===== config.mk =====
export PLATFORM = sky130hd
export DESIGN_NAME = sha256_stream_hasher_core_flat
export DESIGN_NICKNAME = d
export VERILOG_FILES = /design/src/rtl/sha256_pkg.sv /design/src/rtl/sha256_if.sv /design/src/rtl/sha256_front.sv /design/src/rtl/sha256_engine.sv /design/src/rtl/sha256_stream_hasher_core.sv /design/src/flat_wrapper.sv
export SDC_FILE = /design/constraint.sdc
export NUM_CORES = 2
export LEC_CHECK = 0
export ABC_AREA = 1
export BUFFER_PORTS_ARGS = -buffer_cell sky130_fd_sc_hd__buf_2
export CAP_MARGIN = 20
export CORE_MARGIN = 2
export CORE_UTILIZATION = 30
export DETAILED_ROUTE_END_ITERATION = 6
export HOLD_SLACK_MARGIN = 0.08
export SYNTH_ARGS = -nofsm -noshare
export SYNTH_HDL_FRONTEND = slang
export SYNTH_SLANG_ARGS = --single-unit
export TNS_END_PERCENT = 5

===== constraint.sdc =====
create_clock -name clk_i -period 7.6 [get_ports clk_i]
set_input_delay 0.38 -clock clk_i [delete_from_list [all_inputs] [get_ports clk_i]]
set_output_delay 0.38 -clock clk_i [all_outputs]
set_load 0.05 [all_outputs]

===== src/rtl/sha256_pkg.sv =====
// shared types, constants and round functions of the sha-256 stream hasher
`default_nettype none
package sha256_pkg;

  localparam int unsigned QueueDepth = 4;
  localparam int unsigned BlockWords = 16;
  localparam int unsigned Rounds     = 64;

  // kind codes of an input word
  localparam logic KindAbsorb = 1'b0;
  localparam logic KindFinish = 1'b1;

  // command handed from front to back
  typedef enum logic [1:0] {
    CmdAbsorb = 2'd0,
    CmdFinish = 2'd1
  } cmd_e;

  typedef struct packed {
    cmd_e       cmd;
    logic [7:0] data;
  } cmd_t;

  // back engine state
  typedef enum logic [2:0] {
    StIdle   = 3'd0,
    StRound  = 3'd1,
    StUpdate = 3'd2,
    StPad    = 3'd3,
    StEmit   = 3'd4
  } state_e;

  function automatic logic [31:0] round_k(input logic [5:0] idx);
    logic [31:0] k [64];
    k = '{
      32'h428a2f98, 32'h71374491, 32'hb5c0fbcf, 32'he9b5dba5,
      32'h3956c25b, 32'h59f111f1, 32'h923f82a4, 32'hab1c5ed5,
      32'hd807aa98, 32'h12835b01, 32'h243185be, 32'h550c7dc3,
      32'h72be5d74, 32'h80deb1fe, 32'h9bdc06a7, 32'hc19bf174,
      32'he49b69c1, 32'hefbe4786, 32'h0fc19dc6, 32'h240ca1cc,
      32'h2de92c6f, 32'h4a7484aa, 32'h5cb0a9dc, 32'h76f988da,
      32'h983e5152, 32'ha831c66d, 32'hb00327c8, 32'hbf597fc7,
      32'hc6e00bf3, 32'hd5a79147, 32'h06ca6351, 32'h14292967,
      32'h27b70a85, 32'h2e1b2138, 32'h4d2c6dfc, 32'h53380d13,
      32'h650a7354, 32'h766a0abb, 32'h81c2c92e, 32'h92722c85,
      32'ha2bfe8a1, 32'ha81a664b, 32'hc24b8b70, 32'hc76c51a3,
      32'hd192e819, 32'hd6990624, 32'hf40e3585, 32'h106aa070,
      32'h19a4c116, 32'h1e376c08, 32'h2748774c, 32'h34b0bcb5,
      32'h391c0cb3, 32'h4ed8aa4a, 32'h5b9cca4f, 32'h682e6ff3,
      32'h748f82ee, 32'h78a5636f, 32'h84c87814, 32'h8cc70208,
      32'h90befffa, 32'ha4506ceb, 32'hbef9a3f7, 32'hc67178f2
    };
    return k[idx];
  endfunction

  function automatic logic [31:0] initial_h(input logic [2:0] idx);
    logic [31:0] h [8];
    h = '{32'h6a09e667, 32'hbb67ae85, 32'h3c6ef372, 32'ha54ff53a,
          32'h510e527f, 32'h9b05688c, 32'h1f83d9ab, 32'h5be0cd19};
    return h[idx];
  endfunction

  function automatic logic [31:0] rotr(input logic [31:0] x, input int unsigned n);
    return (x >> n) | (x << (32 - n));
  endfunction

endpackage
`default_nettype wire


===== src/rtl/sha256_if.sv =====
// valid/ready stream interfaces for input and digest words
`default_nettype none
interface sha256_in_if;
  logic       valid;
  logic       ready;
  logic       kind;
  logic [7:0] data_byte;
  modport source (output valid, kind, data_byte, input ready);
  modport sink   (input valid, kind, data_byte, output ready);
endinterface

interface sha256_out_if;
  logic        valid;
  logic        ready;
  logic [31:0] digest_word;
  logic [2:0]  word_index;
  logic        last_word;
  modport source (output valid, digest_word, word_index, last_word, input ready);
  modport sink   (input valid, digest_word, word_index, last_word, output ready);
endinterface
`default_nettype wire


===== src/rtl/sha256_front.sv =====
// front end: classifies input words and queues commands for the engine
`default_nettype none
module sha256_front #(
  parameter int unsigned Depth = sha256_pkg::QueueDepth
) (
  input  wire logic              clk_i,
  input  wire logic              rst_ni,
  input  wire logic              in_valid_i,
  output logic                   in_ready_o,
  input  wire logic              kind_i,
  input  wire logic [7:0]        data_byte_i,
  output logic                   cmd_valid_o,
  input  wire logic              cmd_ready_i,
  output sha256_pkg::cmd_t       cmd_o
);
  localparam int unsigned Aw = (Depth > 1) ? $clog2(Depth) : 1;

  sha256_pkg::cmd_t mem_q [Depth];
  logic [Aw-1:0] wr_q, rd_q;
  logic [Aw:0]   cnt_q;
  logic push, pop;
  sha256_pkg::cmd_t cmd_in;

  // classify the word
  always_comb begin
    cmd_in.data = data_byte_i;
    cmd_in.cmd  = (kind_i == sha256_pkg::KindFinish) ? sha256_pkg::CmdFinish
                                                      : sha256_pkg::CmdAbsorb;
  end

  assign in_ready_o  = (cnt_q != Depth[Aw:0]);
  assign cmd_valid_o = (cnt_q != '0);
  assign push = in_valid_i && in_ready_o;
  assign pop  = cmd_valid_o && cmd_ready_i;
  assign cmd_o = mem_q[rd_q];

  // queue storage
  always_ff @(posedge clk_i) begin
    if (push) mem_q[wr_q] <= cmd_in;
  end

  // queue pointers
  always_ff @(posedge clk_i or negedge rst_ni) begin
    if (!rst_ni) begin
      wr_q  <= '0;
      rd_q  <= '0;
      cnt_q <= '0;
    end else begin
      if (push) wr_q <= (wr_q == Aw'(Depth - 1)) ? '0 : wr_q + 1'b1;
      if (pop)  rd_q <= (rd_q == Aw'(Depth - 1)) ? '0 : rd_q + 1'b1;
      cnt_q <= cnt_q + {{Aw{1'b0}}, push} - {{Aw{1'b0}}, pop};
    end
  end
endmodule
`default_nettype wire


===== src/rtl/sha256_engine.sv =====
// back end: block buffer, one-round-per-cycle compression, padding, digest out
`default_nettype none
module sha256_engine (
  input  wire logic              clk_i,
  input  wire logic              rst_ni,
  input  wire logic              cmd_valid_i,
  output logic                   cmd_ready_o,
  input  wire sha256_pkg::cmd_t  cmd_i,
  output logic                   out_valid_o,
  input  wire logic              out_ready_i,
  output logic [31:0]            digest_word_o,
  output logic [2:0]             word_index_o,
  output logic                   last_word_o
);
  sha256_pkg::state_e state_q, state_d;

  logic [31:0] h_q [8];
  logic [31:0] v_q [8];
  logic [31:0] w_q [16];     // message schedule window, also the block buffer
  logic [5:0]  fill_q;
  logic [63:0] len_q;
  logic [5:0]  rnd_q;
  logic        fin_q;        // compression is part of a finish
  logic        second_q;     // a length-only block still follows
  logic [2:0]  oidx_q;
  logic        ovalid_q;

  logic take;
  logic [31:0] w_new, t1, t2, wt;
  logic [31:0] byte_word;
  logic [63:0] total;

  assign take = cmd_valid_i && cmd_ready_o;
  assign total = len_q + {55'd0, fill_q, 3'd0};

  // round datapath
  always_comb begin
    wt = w_q[0];
    w_new = (sha256_pkg::rotr(w_q[14], 17) ^ sha256_pkg::rotr(w_q[14], 19)
             ^ (w_q[14] >> 10)) + w_q[9]
          + (sha256_pkg::rotr(w_q[1], 7) ^ sha256_pkg::rotr(w_q[1], 18) ^ (w_q[1] >> 3))
          + w_q[0];
    t1 = v_q[7] + (sha256_pkg::rotr(v_q[4], 6) ^ sha256_pkg::rotr(v_q[4], 11)
         ^ sha256_pkg::rotr(v_q[4], 25))
       + ((v_q[4] & v_q[5]) ^ (~v_q[4] & v_q[6])) + sha256_pkg::round_k(rnd_q) + wt;
    t2 = (sha256_pkg::rotr(v_q[0], 2) ^ sha256_pkg::rotr(v_q[0], 13)
          ^ sha256_pkg::rotr(v_q[0], 22))
       + ((v_q[0] & v_q[1]) ^ (v_q[0] & v_q[2]) ^ (v_q[1] & v_q[2]));
    byte_word = w_q[fill_q[5:2]];
    case (fill_q[1:0])
      2'd0:    byte_word[31:24] = cmd_i.data;
      2'd1:    byte_word[23:16] = cmd_i.data;
      2'd2:    byte_word[15:8]  = cmd_i.data;
      default: byte_word[7:0]   = cmd_i.data;
    endcase
  end

  // next state and handshake
  always_comb begin
    state_d     = state_q;
    cmd_ready_o = 1'b0;
    case (state_q)
      sha256_pkg::StIdle: begin
        cmd_ready_o = 1'b1;
        if (cmd_valid_i) begin
          if (cmd_i.cmd == sha256_pkg::CmdFinish) state_d = sha256_pkg::StPad;
          else if (fill_q == 6'd63)               state_d = sha256_pkg::StRound;
        end
      end
      sha256_pkg::StPad:    state_d = sha256_pkg::StRound;
      sha256_pkg::StRound:  if (rnd_q == 6'd63) state_d = sha256_pkg::StUpdate;
      sha256_pkg::StUpdate: begin
        if (second_q)   state_d = sha256_pkg::StRound;
        else if (fin_q) state_d = sha256_pkg::StEmit;
        else            state_d = sha256_pkg::StIdle;
      end
      sha256_pkg::StEmit: if (ovalid_q && out_ready_i && oidx_q == 3'd7)
        state_d = sha256_pkg::StIdle;
      default: state_d = sha256_pkg::StIdle;
    endcase
  end

  // state register
  always_ff @(posedge clk_i or negedge rst_ni) begin
    if (!rst_ni) state_q <= sha256_pkg::StIdle;
    else         state_q <= state_d;
  end

  // control registers
  always_ff @(posedge clk_i or negedge rst_ni) begin
    if (!rst_ni) begin
      for (int i = 0; i < 8; i++) h_q[i] <= sha256_pkg::initial_h(3'(i));
      fill_q   <= '0;
      len_q    <= '0;
      rnd_q    <= '0;
      fin_q    <= 1'b0;
      second_q <= 1'b0;
      oidx_q   <= '0;
      ovalid_q <= 1'b0;
    end else begin
      case (state_q)
        sha256_pkg::StIdle: if (take) begin
          if (cmd_i.cmd == sha256_pkg::CmdFinish) begin
            fin_q <= 1'b1;
          end else begin
            fill_q <= fill_q + 1'b1;
            fin_q  <= 1'b0;
            if (fill_q == 6'd63) len_q <= len_q + 64'd512;
          end
          rnd_q <= '0;
        end
        sha256_pkg::StPad: begin
          second_q <= (fill_q >= 6'd56);
          rnd_q    <= '0;
        end
        sha256_pkg::StRound: rnd_q <= rnd_q + 1'b1;
        sha256_pkg::StUpdate: begin
          for (int i = 0; i < 8; i++) h_q[i] <= h_q[i] + v_q[i];
          second_q <= 1'b0;
          if (!second_q && fin_q) begin
            ovalid_q <= 1'b1;
            oidx_q   <= '0;
          end
        end
        sha256_pkg::StEmit: if (ovalid_q && out_ready_i) begin
          oidx_q <= oidx_q + 1'b1;
          if (oidx_q == 3'd7) begin
            ovalid_q <= 1'b0;
            fin_q    <= 1'b0;
            fill_q   <= '0;
            len_q    <= '0;
            for (int i = 0; i < 8; i++) h_q[i] <= sha256_pkg::initial_h(3'(i));
          end
        end
        default: ;
      endcase
    end
  end

  // working variables and schedule window
  always_ff @(posedge clk_i) begin
    case (state_q)
      sha256_pkg::StIdle: if (take) begin
        if (cmd_i.cmd == sha256_pkg::CmdAbsorb) w_q[fill_q[5:2]] <= byte_word;
        for (int i = 0; i < 8; i++) v_q[i] <= h_q[i];
      end
      sha256_pkg::StPad: begin
        // 0x80 at fill position, zeros after, length if it fits
        for (int b = 0; b < 64; b++) begin
          if (6'(b) == fill_q)
            w_q[b/4][31-8*(b%4) -: 8] <= 8'h80;
          else if (6'(b) > fill_q && (b < 56 || fill_q >= 6'd56))
            w_q[b/4][31-8*(b%4) -: 8] <= 8'h00;
        end
        if (fill_q < 6'd56) begin
          w_q[14] <= total[63:32];
          w_q[15] <= total[31:0];
        end
      end
      sha256_pkg::StRound: begin
        for (int i = 0; i < 15; i++) w_q[i] <= w_q[i+1];
        w_q[15] <= w_new;
        v_q[0] <= t1 + t2;
        v_q[1] <= v_q[0];
        v_q[2] <= v_q[1];
        v_q[3] <= v_q[2];
        v_q[4] <= v_q[3] + t1;
        v_q[5] <= v_q[4];
        v_q[6] <= v_q[5];
        v_q[7] <= v_q[6];
      end
      sha256_pkg::StUpdate: begin
        if (second_q) begin
          for (int i = 0; i < 14; i++) w_q[i] <= '0;
          w_q[14] <= total[63:32];
          w_q[15] <= total[31:0];
          for (int i = 0; i < 8; i++) v_q[i] <= h_q[i] + v_q[i];
        end
      end
      default: ;
    endcase
  end

  assign out_valid_o   = ovalid_q;
  assign digest_word_o = h_q[oidx_q];
  assign word_index_o  = oidx_q;
  assign last_word_o   = (oidx_q == 3'd7);
endmodule
`default_nettype wire


===== src/rtl/sha256_stream_hasher_core.sv =====
// sha-256 stream hasher top level: front queue plus compression engine
// absorb word: taken while the engine is idle; the 64th byte of a block starts a compression that holds the engine
// finish word: padding, then the round and update states for one block or for two blocks, then 8 digest words
// throughput is set by the single round unit, one round per cycle
// the front queue keeps taking words while the engine compresses, until the queue is full
// rst_ni clears control state and loads the initial hash values
`default_nettype none
module sha256_stream_hasher_core #(
  parameter int unsigned QueueDepth = sha256_pkg::QueueDepth
) (
  input  wire logic     clk_i,
  input  wire logic     rst_ni,
  sha256_in_if.sink     in_i,
  sha256_out_if.source  out_o
);
  logic             cmd_valid, cmd_ready;
  sha256_pkg::cmd_t cmd;

  sha256_front #(.Depth(QueueDepth)) u_front (
    .clk_i, .rst_ni,
    .in_valid_i (in_i.valid), .in_ready_o (in_i.ready),
    .kind_i (in_i.kind), .data_byte_i (in_i.data_byte),
    .cmd_valid_o (cmd_valid), .cmd_ready_i (cmd_ready), .cmd_o (cmd)
  );

  sha256_engine u_engine (
    .clk_i, .rst_ni,
    .cmd_valid_i (cmd_valid), .cmd_ready_o (cmd_ready), .cmd_i (cmd),
    .out_valid_o (out_o.valid), .out_ready_i (out_o.ready),
    .digest_word_o (out_o.digest_word), .word_index_o (out_o.word_index),
    .last_word_o (out_o.last_word)
  );
endmodule
`default_nettype wire


===== src/flat_wrapper.sv =====
// flat-port wrapper written by rule: the top's interface ports become plain ports
module sha256_stream_hasher_core_flat 
#(
  parameter int unsigned QueueDepth = sha256_pkg::QueueDepth
)
  (clk_i, rst_ni, in_i_valid, in_i_kind, in_i_data_byte, in_i_ready, out_o_valid, out_o_digest_word, out_o_word_index, out_o_last_word, out_o_ready);
  sha256_in_if in_i_i ();
  sha256_out_if out_o_i ();
  input  wire logic clk_i;
  input  wire logic rst_ni;
  input wire logic [$bits(in_i_i.valid)-1:0] in_i_valid;
  input wire logic [$bits(in_i_i.kind)-1:0] in_i_kind;
  input wire logic [$bits(in_i_i.data_byte)-1:0] in_i_data_byte;
  output wire logic [$bits(in_i_i.ready)-1:0] in_i_ready;
  output wire logic [$bits(out_o_i.valid)-1:0] out_o_valid;
  output wire logic [$bits(out_o_i.digest_word)-1:0] out_o_digest_word;
  output wire logic [$bits(out_o_i.word_index)-1:0] out_o_word_index;
  output wire logic [$bits(out_o_i.last_word)-1:0] out_o_last_word;
  input wire logic [$bits(out_o_i.ready)-1:0] out_o_ready;
  assign in_i_i.valid = in_i_valid;
  assign in_i_i.kind = in_i_kind;
  assign in_i_i.data_byte = in_i_data_byte;
  assign in_i_ready = in_i_i.ready;
  assign out_o_valid = out_o_i.valid;
  assign out_o_digest_word = out_o_i.digest_word;
  assign out_o_word_index = out_o_i.word_index;
  assign out_o_last_word = out_o_i.last_word;
  assign out_o_i.ready = out_o_ready;
  sha256_stream_hasher_core #(.QueueDepth(QueueDepth)) u_core (.clk_i(clk_i), .rst_ni(rst_ni), .in_i(in_i_i), .out_o(out_o_i));
endmodule

==> metrics.txt <==
Worst Hold Path Cells 2; TritonCTS clock tree built; syn nets 11904; Crit path required time 8.16 ns; Yosys cell types 69; drt via density 5.49; Area Overhead vs Synth 17.1%; register area 0.0328 mm²; clock-pin slew on the worst setup and hold paths 0.06 ns; vias in the first global route 80192; Final nets 12366; RSZ-0062 raised after global routing true; share of the synthesized area in the top cell type 0.277; max-cap violations 0; Vias 85990; DRC 0; clk_lat worst skew 0.89 ns; I/O pin total 51; Routed Antenna Nets 0; first-pass GRT wire length 579000 µm; fraction of the yosys area taken by sequential cells 0.377; GRT Overall Usage 0.269; final worst slack 0.148 ns; I/O Buffers 50; worst hold start in_i_data_byte[3]; RR Endpoint u_core.u_engine.v_q[0][22]; antenna violations before repair 17; H-tree levels 4; WHS Endpoint u_core.u_front.mem_q[1][3]; largest net degree at the start of global routing 133; clock skew 0.100 ns; Root Buffer clkbuf_16; leading area contributor after synthesis edfxtp_1; final wirelength 410000 µm; Setup crit end kind register; Seq cells post-synth 1143; Placer Congestion 1.00; Syn Area/Cell 7.71 µm²; Post-synth EDFFs 804; layout cell share with drive strength beyond 1 0.117; Tmin final 7.45 ns; # rows 197; grt ovf 0; most common cell in the netlist nand2_1; R2R Setup Slk 0.15 ns; Core ar. 0.288 mm²; YS warnings 0; Starting Density 0.302; Slew Limit Fails 0; Synth top cells by count nand2_1 (2626), inv_1 (1437), o21ai_0 (1180); final setup vio count 0; Die H 543 µm; Hold Fails Final Rpt 0; fmax 134 MHz; DR iter-0 viols 10867; area occupied by multi-input gates 0.0481 mm²; Post-DP Area 0.0955 mm²; slew at the pin with the worst max-slew slack 1.32 ns; Filler Cells Inserted 30380; max incr delay on CP 0.63 ns; largest cells by area after synthesis edfxtp_1 (28%), nand2_1 (11%), o21ai_0 (6.8%), inv_1 (6.2%), dfrtp_1 (5.8%); crit start category register; drt pass-1 iters 7; Die W 543 µm; clk sink count 1143; Syn Std Cell Area 0.0871 mm²; drt wl/cell 26.2 µm; DIE AREA 0.295 mm²; setup tns final 0 ns; asr flop ratio synth 0.297; Top FF cell, synth edfxtp_1; CTS buffer count 150; outcome finished, final reports clean; Setup WS pre-CTS -0.151 ns; crit path kind register to register; r2r startpoint u_core.u_engine.rnd_q[0]; post-layout util 0.354; worst min-delay path class primary input to register; CP Max Fanout 5; Slowest-stage cell, CP o32ai_1; dpl hpwl 315000 µm; cells on worst reg2reg path 36; Final Cell Area 0.102 mm²; CP arrival 8.02 ns; Tcrit/Tclk final 0.981; Max clock buf depth 4; max-slew headroom at the worst pin 0.117; Mapped Cells 11290; crit-path most repeated cell buf_4
-- logic make-up after synthesis --
logic type               after synthesis  synth area share
AO/OA/AOI/OAI                       2663             0.174
AND/OR/NAND/NOR                     4487             0.213
XOR/XNOR                             465            0.0468
adder cells (fa/ha/maj)              616             0.105
flip-flops                          1143             0.377
multiplexers                           7          0.000805
buffers and inverters               1909            0.0837
-- critical path: cells and delay by family (launching register included) --
kind | cells | cell delay [ns]
flip-flops | 1 | 0.42
adder cells (fa/ha/maj) | 7 | 2.49
AND/OR/NAND/NOR | 8 | 0.93
XOR/XNOR | 1 | 0.14
buffers and inverters | 13 | 1.62
AO/OA/AOI/OAI | 7 | 1.53
-- metrics by stage --
| step | cells | hold slack [ns] |
|---|---|---|
| after CTS | 15615 | 0.217 |
| after detailed placement | 15335 | 0.360 |
| final | 15650 | 0.259 |
| after global routing | 15646 | 0.250 |
| after floorplan | 11290 | 0.0844 |
| after global placement | 15329 | 0.357 |
-- flip-flops by register name, summed over array words and instances, names as in the netlist --
register and flops:
u_core.u_engine.w_q 512, u_core.u_engine.h_q 256, u_core.u_engine.v_q 256, u_core.u_engine.len_q 55
u_core.u_front.mem_q 36, u_core.u_engine.fill_q 6, u_core.u_engine.rnd_q 6, u_core.u_engine.state_q 3
u_core.u_engine.word_index_o 3, u_core.u_front.cnt_q 3, u_core.u_front.rd_q 2, u_core.u_front.wr_q 2
u_core.u_engine.fin_q 1, u_core.u_engine.out_valid_o 1, u_core.u_engine.second_q 1
-- routing by layer --
layer	track usage	vias to the layer above	wire length (µm)
met1	0.365	41405	171000
met4	0.124	24	22200
met2	0.404	4556	175000
met5	0	-	173
met3	0.0607	961	41900
li1	-	39044	-
-- cells in the final DEF (no fill, tap or decap), drive strengths merged, types with 140 or more instances in the layout --
cell and n:
fa 196, clkbuf 184, nor2 856, xnor2 179
ha 405, nand2 2629, a21oi 705, inv 1461
nand3 654, o22ai 140, o21ai 1203, edfxtp 804
dfrtp 203, buf 736, xor2 286
-- how the worst max path moves through the flow --
stage,start,endpoint,slack [ns],cells past startpoint
2_1_floorplan,u_core.u_engine.rnd_q[1],u_core.u_engine.v_q[0][21],0.44,39
5_1_grt,u_core.u_engine.rnd_q[0],u_core.u_engine.v_q[0][31],-0.14,44
6_report,u_core.u_engine.rnd_q[0],u_core.u_engine.v_q[0][22],0.15,36
4_1_cts,u_core.u_engine.rnd_q[0],u_core.u_engine.v_q[0][26],-0.05,39
3_5_place_dp,u_core.u_engine.rnd_q[1],u_core.u_engine.v_q[0][26],-0.15,35
3_3_place_gp,u_core.u_engine.rnd_q[1],u_core.u_engine.v_q[0][26],-0.15,35
-- cell type report --
type | instances | area share
repair buffers | 758 | 0.0562
well taps | 3781 | 0.0464
clock inverters | 88 | 0.0106
diodes | 5 | 0.000123
clock buffers | 176 | 0.0388
flip-flops and latches | 1143 | 0.322
inverters | 1461 | 0.0542
multi-input cells | 8238 | 0.472
-- repair_timing --
| item | CTS | global route |
|---|---|---|
| cloned | 0 | 0 |
| gates resized for setup | 23 | 224 |
| buffers inserted | 2 | 13 |
| pin swaps | 2 | 53 |
| hold buffers | 14 | 0 |
| endpoints found under the hold margin | 191 | 0 |
| endpoints found under the setup margin | 21 | 43 |
Power is left out: the tool's default activity adds up to more than one toggle a clock period on the data nets, which glitch-free logic cannot reach.
